[src/rtl/hsvrgb_pkg.sv]
package hsvrgb_pkg;

  typedef struct packed {
    logic [8:0] hue;
    logic [6:0] saturation;
    logic [6:0] brightness;
  } hsvrgb_in_t;

  typedef struct packed {
    logic [7:0] red;
    logic [7:0] green;
    logic [7:0] blue;
  } hsvrgb_out_t;

  // three color lanes, indexed by the CH_* constants
  typedef logic [2:0][7:0] hsvrgb_rgb_t;

  localparam int CH_RED   = 2;
  localparam int CH_GREEN = 1;
  localparam int CH_BLUE  = 0;

  localparam logic [7:0] CHAN_FULL = 8'd255;
  localparam logic [6:0] PCT_MAX   = 7'd100;

  // floor(x / 100) for x <= 25500: reciprocal 5243 / 2^19 is exact in that range
  localparam logic [27:0] DIV100_MUL   = 28'd5243;
  localparam int          DIV100_SHIFT = 19;

  function automatic logic [7:0] div100(input logic [14:0] x);
    logic [27:0] p;
    p = {13'd0, x} * DIV100_MUL;
    return p[DIV100_SHIFT+7:DIV100_SHIFT];
  endfunction

  function automatic logic [6:0] clamp_pct(input logic [6:0] x);
    return (x > PCT_MAX) ? PCT_MAX : x;
  endfunction

endpackage

[src/rtl/hsv_to_rgb_percent_unit.sv]
// An accepted item passes five register stages (s1 to s4, then the output register) before out_valid rises.
// Throughput: one item per cycle while out_stall is low; five register stages, each one multiply or less.
// A stall at the output backs up stage by stage; empty stages still fill.
// Reset (rst_n low, synchronous) clears all stage valid bits; payload is not reset.
module hsv_to_rgb_percent_unit import hsvrgb_pkg::*; (
  input  logic        clk,
  input  logic        rst_n,
  input  logic        in_valid,
  output logic        in_stall,
  input  hsvrgb_in_t  in_data,
  output logic        out_valid,
  input  logic        out_stall,
  output hsvrgb_out_t out_data
);

  hsvrgb_rgb_t base;

  logic        adv1, adv2, adv3, adv4, adv5;

  logic        s1_vld_r;
  hsvrgb_rgb_t s1_rgb_r;
  logic [6:0]  s1_inv_r;
  logic [6:0]  s1_bri_r;

  logic        s2_vld_r;
  hsvrgb_rgb_t s2_rgb_r;
  logic [2:0][14:0] s2_prod_r;
  logic [6:0]  s2_bri_r;

  logic        s3_vld_r;
  hsvrgb_rgb_t s3_rgb_r;
  logic [6:0]  s3_bri_r;

  logic        s4_vld_r;
  logic [2:0][14:0] s4_prod_r;

  logic        out_valid_r;
  hsvrgb_out_t out_data_r;

  hsvrgb_rgb_t s1_rgb_nxt;
  logic [2:0][14:0] s2_prod_nxt;
  hsvrgb_rgb_t s3_rgb_nxt;
  logic [2:0][14:0] s4_prod_nxt;
  hsvrgb_out_t out_data_nxt;
  logic [8:0]  sum9;

  hsvrgb_sector u_sector (
    .hue  (in_data.hue),
    .base (base)
  );

  // a stage moves when it is empty or its successor moves
  assign adv5 = !out_valid_r || !out_stall;
  assign adv4 = !s4_vld_r || adv5;
  assign adv3 = !s3_vld_r || adv4;
  assign adv2 = !s2_vld_r || adv3;
  assign adv1 = !s1_vld_r || adv2;
  assign in_stall = !adv1;

  assign s1_rgb_nxt = base;

  always_comb begin
    for (int i = 0; i < 3; i++) begin
      s2_prod_nxt[i] = 15'((CHAN_FULL - s1_rgb_r[i]) * s1_inv_r);
    end
  end

  always_comb begin
    sum9 = '0;
    for (int i = 0; i < 3; i++) begin
      sum9 = {1'b0, s2_rgb_r[i]} + {1'b0, div100(s2_prod_r[i])};
      s3_rgb_nxt[i] = sum9[7:0];
    end
  end

  always_comb begin
    for (int i = 0; i < 3; i++) begin
      s4_prod_nxt[i] = 15'(s3_rgb_r[i] * s3_bri_r);
    end
  end

  always_comb begin
    out_data_nxt.red   = div100(s4_prod_r[CH_RED]);
    out_data_nxt.green = div100(s4_prod_r[CH_GREEN]);
    out_data_nxt.blue  = div100(s4_prod_r[CH_BLUE]);
  end

  always_ff @(posedge clk) begin
    if (!rst_n) begin
      s1_vld_r    <= 1'b0;
      s2_vld_r    <= 1'b0;
      s3_vld_r    <= 1'b0;
      s4_vld_r    <= 1'b0;
      out_valid_r <= 1'b0;
    end else begin
      if (adv1) s1_vld_r    <= in_valid;
      if (adv2) s2_vld_r    <= s1_vld_r;
      if (adv3) s3_vld_r    <= s2_vld_r;
      if (adv4) s4_vld_r    <= s3_vld_r;
      if (adv5) out_valid_r <= s4_vld_r;
    end
  end

  always_ff @(posedge clk) begin
    if (adv1 && in_valid) begin
      s1_rgb_r <= s1_rgb_nxt;
      s1_inv_r <= PCT_MAX - clamp_pct(in_data.saturation);
      s1_bri_r <= clamp_pct(in_data.brightness);
    end
    if (adv2 && s1_vld_r) begin
      s2_rgb_r  <= s1_rgb_r;
      s2_prod_r <= s2_prod_nxt;
      s2_bri_r  <= s1_bri_r;
    end
    if (adv3 && s2_vld_r) begin
      s3_rgb_r <= s3_rgb_nxt;
      s3_bri_r <= s2_bri_r;
    end
    if (adv4 && s3_vld_r) begin
      s4_prod_r <= s4_prod_nxt;
    end
    if (adv5 && s4_vld_r) begin
      out_data_r <= out_data_nxt;
    end
  end

  assign out_valid = out_valid_r;
  assign out_data  = out_data_r;

`ifndef ASSERT_OFF
  // input only stalls when every stage holds an item
  a_stall_full: assert property (@(posedge clk) disable iff (!rst_n)
    in_stall |-> (s1_vld_r && s2_vld_r && s3_vld_r && s4_vld_r && out_valid_r))
    else $error("input stalled with a bubble in the pipeline");

  // every hue sector has one channel at full and one at zero
  a_sector_shape: assert property (@(posedge clk) disable iff (!rst_n)
    s1_vld_r |->
      (s1_rgb_r[CH_RED] == CHAN_FULL || s1_rgb_r[CH_GREEN] == CHAN_FULL ||
       s1_rgb_r[CH_BLUE] == CHAN_FULL) &&
      (s1_rgb_r[CH_RED] == 8'd0 || s1_rgb_r[CH_GREEN] == 8'd0 ||
       s1_rgb_r[CH_BLUE] == 8'd0))
    else $error("stage 1 color lacks a full or zero channel");

  // clamped brightness and inverted saturation never exceed 100 percent
  a_bri_range: assert property (@(posedge clk) disable iff (!rst_n)
    s3_vld_r |-> (s3_bri_r <= PCT_MAX && s1_inv_r <= PCT_MAX))
    else $error("percent value out of range");

  a_reset_empty: assert property (@(posedge clk)
    !rst_n |=> (!out_valid_r && !s1_vld_r && !s4_vld_r))
    else $error("pipeline not empty after reset");
`endif

endmodule

[src/rtl/hsvrgb_sector.sv]
module hsvrgb_sector import hsvrgb_pkg::*; (
  input  logic [8:0]  hue,
  output hsvrgb_rgb_t base
);

  localparam logic [8:0] HUE_WRAP = 9'd360;
  localparam logic [8:0] S1_LO = 9'd61;
  localparam logic [8:0] S2_LO = 9'd121;
  localparam logic [8:0] S3_LO = 9'd181;
  localparam logic [8:0] S4_LO = 9'd241;
  localparam logic [8:0] S5_LO = 9'd301;
  localparam logic [8:0] S1_ORG = 9'd60;
  localparam logic [8:0] S2_ORG = 9'd120;
  localparam logic [8:0] S3_ORG = 9'd180;
  localparam logic [8:0] S4_ORG = 9'd240;
  localparam logic [8:0] S5_ORG = 9'd300;

  logic [8:0] h;
  logic [8:0] ofs;
  logic [5:0] ofs6;
  logic [9:0] ramp17;
  logic [7:0] ramp;

  // hues past the circle wrap once
  assign h = (hue >= HUE_WRAP) ? (hue - HUE_WRAP) : hue;

  always_comb begin
    if (h < S1_LO) begin
      ofs = h;
    end else if (h < S2_LO) begin
      ofs = h - S1_ORG;
    end else if (h < S3_LO) begin
      ofs = h - S2_ORG;
    end else if (h < S4_LO) begin
      ofs = h - S3_ORG;
    end else if (h < S5_LO) begin
      ofs = h - S4_ORG;
    end else begin
      ofs = h - S5_ORG;
    end
  end

  // 425/100 == 17/4, offset is at most 60
  assign ofs6   = ofs[5:0];
  assign ramp17 = {ofs6, 4'd0} + {4'd0, ofs6};
  assign ramp   = ramp17[9:2];

  always_comb begin
    base = '0;
    if (h < S1_LO) begin
      base[CH_RED]   = CHAN_FULL;
      base[CH_GREEN] = ramp;
    end else if (h < S2_LO) begin
      base[CH_RED]   = CHAN_FULL - ramp;
      base[CH_GREEN] = CHAN_FULL;
    end else if (h < S3_LO) begin
      base[CH_GREEN] = CHAN_FULL;
      base[CH_BLUE]  = ramp;
    end else if (h < S4_LO) begin
      base[CH_GREEN] = CHAN_FULL - ramp;
      base[CH_BLUE]  = CHAN_FULL;
    end else if (h < S5_LO) begin
      base[CH_RED]   = ramp;
      base[CH_BLUE]  = CHAN_FULL;
    end else begin
      base[CH_RED]   = CHAN_FULL;
      base[CH_BLUE]  = CHAN_FULL - ramp;
    end
  end

endmodule
[config.mk]
export PLATFORM = sky130hd
export DESIGN_NAME = hsv_to_rgb_percent_unit
export DESIGN_NICKNAME = d
export VERILOG_FILES = /design/src/rtl/hsvrgb_pkg.sv /design/src/rtl/hsv_to_rgb_percent_unit.sv /design/src/rtl/hsvrgb_sector.sv
export SDC_FILE = /design/constraint.sdc
export NUM_CORES = 2
export LEC_CHECK = 0
export BUFFER_PORTS_ARGS = -buffer_cell sky130_fd_sc_hd__buf_2
export CAP_MARGIN = 20
export CORE_MARGIN = 2
export CORE_UTILIZATION = 35
export DETAILED_ROUTE_END_ITERATION = 6
export SLEW_MARGIN = 25
export SYNTH_ARGS = -nofsm -noshare
export SYNTH_HDL_FRONTEND = slang
export SYNTH_SLANG_ARGS = --single-unit
[constraint.sdc]
create_clock -name clk -period 14.4 [get_ports clk]
set_input_delay 0 -clock clk [delete_from_list [all_inputs] [get_ports clk]]
set_output_delay 0 -clock clk [all_outputs]
set_load 0.005 [all_outputs]
# After elaboration in Yosys (flattened, before gate mapping)
# Cells that the tools add are included.
# word_totals
n_memories,0
in_bits,27
latchBits,0
romBits,0
register_bits,219
elab_cells,96
ram_bits,0
output_inout_bits,26
# op_classes
div,0
bitwise_logic,0
eq_ne,0
n_mul,12
reduce_logical,18
n_addsub,15
magnitude_cmp,8
mux,16
n_shift,0
# op_table
operator,n
$mul A15 B13 Y27 const B,6
$mux W8,7
$mul A8 B7 Y15,3
$mul A9 B8 Y15,3
$mux W16,2
$mux W6,5
$sub A6 B6 Y6 const B,5
$sub A8 B8 Y9 const A,3
$add A8 B8 Y8,3
$lt A9 B8 Y1 const B,2
$gt A7 B7 Y1 const B,2
$add A10 B6 Y10,1
$ge A9 B9 Y1 const B,1
$lt A9 B6 Y1 const B,1
$lt A9 B7 Y1 const B,1
$lt A9 B9 Y1 const B,1
$mux W9,1
$sub A9 B9 Y9 const B,1
$sub A8 B8 Y8 const A,1
$logic_not A1 Y1,7
$mux W7,1
$sub A7 B7 Y7 const A,1
$logic_and A1 B1 Y1,5
$logic_or A1 B1 Y1,5
$reduce_or A2 Y1,1

# Longest topological paths before layout
# logic_depth
ltp_word,15
mapped_depth,28
mapped_depth_nobuf,28

# Modules after synthesis
# From an unflattened synthesis, not the netlist that was laid out.
# unflattened
cells_unflattened,4010
area_unflattened_um2,40817.9
# modules_own_cells
module,cells_each,area_each_um2,seq_area_each_um2,instances
hsv_to_rgb_percent_unit,3787,39298.9,6526.3,1
hsvrgb_sector,223,1519.0,0.0,1

# Least setup slack after synthesis
# OpenSTA, ideal clock, no wires.
# synth_timing
path_kind,reg-to-reg
startpoint,register out_valid_r (netlist: out_valid)
endpoint,"register s2_bri_r[0], enable pin"
setup_time_ns,0.627
slack_ns,7.564
required_time_ns,13.773
arrival_ns,6.210
path_stages_with_launch,4
period_less_slack_ns,6.836
n_path_buf,0
path_cell_list,dfxtp_1 > and3_1 > and2_1 > a21boi_0
# synth_between
elab_chain_cells,6
# synth_rtl
element,line,rtl
start: declaration,hsv_to_rgb_percent_unit.sv:37,logic out_valid_r;
start signal: assignment,hsv_to_rgb_percent_unit.sv:100,if (adv5) out_valid_r <= s4_vld_r;
$logic_not A1 Y1,hsv_to_rgb_percent_unit.sv:53,assign adv5 = !out_valid_r || !out_stall;
$logic_or A1 B1 Y1,hsv_to_rgb_percent_unit.sv:53,
$logic_or A1 B1 Y1,hsv_to_rgb_percent_unit.sv:54,assign adv4 = !s4_vld_r || adv5;
$logic_or A1 B1 Y1,hsv_to_rgb_percent_unit.sv:55,assign adv3 = !s3_vld_r || adv4;
$logic_or A1 B1 Y1,hsv_to_rgb_percent_unit.sv:56,assign adv2 = !s2_vld_r || adv3;
$logic_and A1 B1 Y1,hsv_to_rgb_percent_unit.sv:110,if (adv2 && s1_vld_r) begin
end signal: assignment,hsv_to_rgb_percent_unit.sv:113,s2_bri_r <= s1_bri_r;
end: declaration,hsv_to_rgb_percent_unit.sv:28,logic [6:0] s2_bri_r;
# Every way passes these cells.
# A chain may end at the register's enable or synchronous reset.

==> parameters.txt <==
Parameter                              Value

Status
  Run status    finished, final reports clean

Floorplan
  Core outline area    112,000 um2
  Initial cell density of the core    35.3%
  Width of the chip    about 340 um
  IO Pins    53
  Die footprint    116,000 um2
  Row cnt    between 100 and 150
  Height of the die    341 um

Route
  Detail Route Antenna Nets    0
  Total via count in the routed design    24,600
  First-pass iteration count of the detailed router    5
  Vias per cell    around 4.5
  Final WL    74.6 mm
  DRC violations left    0
  Number of design-rule violations left by the first detailed-router iteration    830
  Average wire length per cell after detail routing    13.7 um

Global routing
  First-pass GRT wire length    131 mm
  Final global-route overflow total    0
  Antenna violations before repair    1
  Via count of the first global-routing pass    26,900
  GRT Resource Usage Total    13.6%
  Maximum number of pins on one net before global-route repair    69

Worst setup path
  Setup crit end kind    flip-flop
  Required time of the critical path    about 15 ns
  Cell at the slowest stage of the critical path    sky130_fd_sc_hd__edfxtp_1
  Maximum fanout along the worst path    6
  Peak per-stage delay on the critical path    0.53 ns
  Worst Path Class, Setup    flip-flop to flip-flop
  Arrival time at the worst endpoint    6.82 ns
  Startpoint Class    flip-flop

STA
  Count of final max-slew check failures    0
  Tcrit/Tclk final    45.0%
  Final hold violation count    0
  Final critical-path setup slack    7.92 ns
  Maximum clock frequency    154 MHz
  Final Critical Period    around 6.5 ns
  Rel. slew slack    around a third
  # setup viols final    0
  Worst-case clock skew    roughly 0.024 ns
  Worst Tran Pin Value    1.01 ns
  Sum of negative setup slack    0 ns
  Worst hold-check slack    around 0.12 ns
  RSZ-0062 raised after global routing    no

Logic synthesis
  Mux contribution to synthesized area    0.0757%
  Yosys top cell area share    29.7%
  Fraction of the mapped netlist area in adder cells    55.8%
  Number of synthesized flops with an enable pin    214
  Post-synthesis simple-gate area fraction    8.04%
  Number of different library cells in the post-synthesis netlist    72
  Post-synthesis cell area    39,700 um2
  Async SR Flop Fraction    0%
  Fraction of the mapped netlist area in compound gates    5.81%
  Total number of yosys warnings    0
  Total of flip-flops plus latches after synthesis    219
  Most common flop cell mapped by yosys    sky130_fd_sc_hd__edfxtp_1
  Average size of a mapped cell    10.4 um2
  Post-synthesis instance total    3,830
  Synth top area cells    sky130_fd_sc_hd__fa_1, sky130_fd_sc_hd__ha_1, sky130_fd_sc_hd__edfxtp_1
  Xor-xnor portion of the synthesized cell area    3.49%
  Count leader, synth    sky130_fd_sc_hd__inv_1
  Post-Syn Nets    5,274
  Library cell occupying the most area in the post-synthesis netlist    sky130_fd_sc_hd__fa_1
  Sequential-to-total area share from yosys stat    around 16%
  Top cell types by occurrence after synthesis    sky130_fd_sc_hd__inv_1, sky130_fd_sc_hd__ha_1, sky130_fd_sc_hd__fa_1
  Largest family of logic cells by synthesized area    adder cells

Run
  Number of max-cap violations    0

CTS
  Clock Pin Slew Worst Setup and Hold Paths    0.06 ns
  Clock tree buffer depth    3
  Clock net sink count    219
  Number of gates resized after CTS    0
  Number of buffers created by CTS    31
  Root buffer cell    sky130_fd_sc_hd__clkbuf_16
  TritonCTS clock tree    yes
  Number of buffers inserted to repair setup after CTS    0
  # H-tree levels    1
  Latest clock arrival within the worst-skew pair    0.62 ns

Placed design
  Number of cells in the design after placement    5,348
  Port Buffers    52
  DPL Wire Length    63.1 mm
  Routability Congestion    0.856
  Post-place setup slack    7.91 ns

Cells and area
  Layout overhead on the synthesized area    8.77%
  Fill cell instance count of the final layout    11,000
  Antenna diodes    0
  Final standard cell count with taps included and fillers excluded    between 5,000 and 6,000
  Final Net Count    5,352
  Footprint of the multi-input gates    approximately 29,000 um2
  Fraction of final layout cells with drive strength greater than 1    3.64%
  FF+latch area    6530 um2

Worst hold path
  Worst min-delay path category    primary input to flip-flop
## cell usage in the layout, fill, tap and decap left out, types with 8 or more instances in the layout
cell / instances
sky130_fd_sc_hd__nand3_1: 16
sky130_fd_sc_hd__clkbuf_16: 31
sky130_fd_sc_hd__edfxtp_1: 214
sky130_fd_sc_hd__nor2_1: 83
sky130_fd_sc_hd__a21oi_1: 118
sky130_fd_sc_hd__o211ai_1: 8
sky130_fd_sc_hd__xnor2_1: 127
sky130_fd_sc_hd__and2_1: 101
sky130_fd_sc_hd__xor2_1: 31
sky130_fd_sc_hd__ha_1: 828
sky130_fd_sc_hd__nor2b_1: 144
sky130_fd_sc_hd__a21o_1: 39
sky130_fd_sc_hd__a211oi_1: 13
sky130_fd_sc_hd__dlygate4sd3_1: 27
sky130_fd_sc_hd__o21a_1: 18
sky130_fd_sc_hd__buf_2: 52
sky130_fd_sc_hd__inv_1: 1051
sky130_fd_sc_hd__nor3_1: 25
sky130_fd_sc_hd__and3_1: 13
sky130_fd_sc_hd__o21bai_1: 25
sky130_fd_sc_hd__nand2b_1: 46
sky130_fd_sc_hd__nand2_1: 134
sky130_fd_sc_hd__fa_1: 589
sky130_fd_sc_hd__o21ai_0: 48
## state kept, by name, summed over array words and instances (netlist names)
name,flops
s1_inv_r,7
s2_rgb_r,24
out_data,24
s1_bri_r,7
s3_bri_r,7
s4_vld_r,1
out_valid,1
s2_vld_r,1
s2_bri_r,7
s3_vld_r,1
s1_vld_r,1
s2_prod_r,45
s4_prod_r,45
s1_rgb_r,24
s3_rgb_r,24
## cell families after synthesis
logic type | Yosys count
adders and majority gates | 1417
buffers and inverters | 1091
and+or+nand+nor | 597
AOI/OAI and AO/OA | 345
DFF | 219
xor gates and xnor gates | 158
muxes | 3
## critical path, delay by kind of cell, from the launching register on
kind | cells | cell delay, ns
flip-flops | 1 | 0.53
adder cells (fa/ha/maj) | 7 | 2.83
XOR/XNOR | 3 | 0.39
AND/OR/NAND/NOR | 3 | 0.45
buffers and inverters | 4 | 0.19
AO/OA/AOI/OAI | 10 | 1.80
## stage by stage
| step | util [%] | area [um2] |
|---|---|---|
| CTS | 38.4 | 43200 |
| floorplan | - | 39700 |
| global placement | 37.1 | 41800 |
| global route | 38.4 | 43200 |
| finish | 38.4 | 43200 |
| detailed placement | 37.1 | 41800 |
## final cells by class
cell class	count	area share (%)
Tap cell	1500	4.35
Inverter	1052	9.15
Timing Repair Buffer	84	1.32
Clock inverter	27	0.835
Clock buffer	31	1.80
Sequential cell	219	15.1
Multi-Input combinational cell	2520	67.4
## path summary, 6_finish.rpt
| kind | slack [ns] | to | from | depth (start not counted) |
|---|---|---|---|---|
| max reg2reg | 7.92 | s3_rgb_r[15]$_DFFE_PP_ | s2_prod_r[24]$_DFFE_PP_ | 27 |
| min | 0.12 | s1_rgb_r[17]$_SDFFCE_PP1P_ | in_data[22] | 4 |
| min reg2reg | 0.41 | s3_bri_r[5]$_DFFE_PP_ | s2_bri_r[5]$_DFFE_PP_ | 0 |
| max | 7.92 | s3_rgb_r[15]$_DFFE_PP_ | s2_prod_r[24]$_DFFE_PP_ | 27 |
## repair_timing
| item | 4_1_cts | 5_1_grt |
|---|---|---|
| endpoints found under the hold margin | 22 | 0 |
| hold buffers | 27 | 0 |
| setup endpoints to repair | 0 | 0 |
## layer usage
layer	global-route usage, %	wire, um	vias up
met5	0	7	-
met2	23.3	35300	178
li1	-	-	12200
met1	18.9	36400	12100
met3	1.29	1830	57
met4	2.51	1090	2
Power is left out: the tool's default activity adds up to more than one toggle a clock period on the data nets, which glitch-free logic cannot reach.
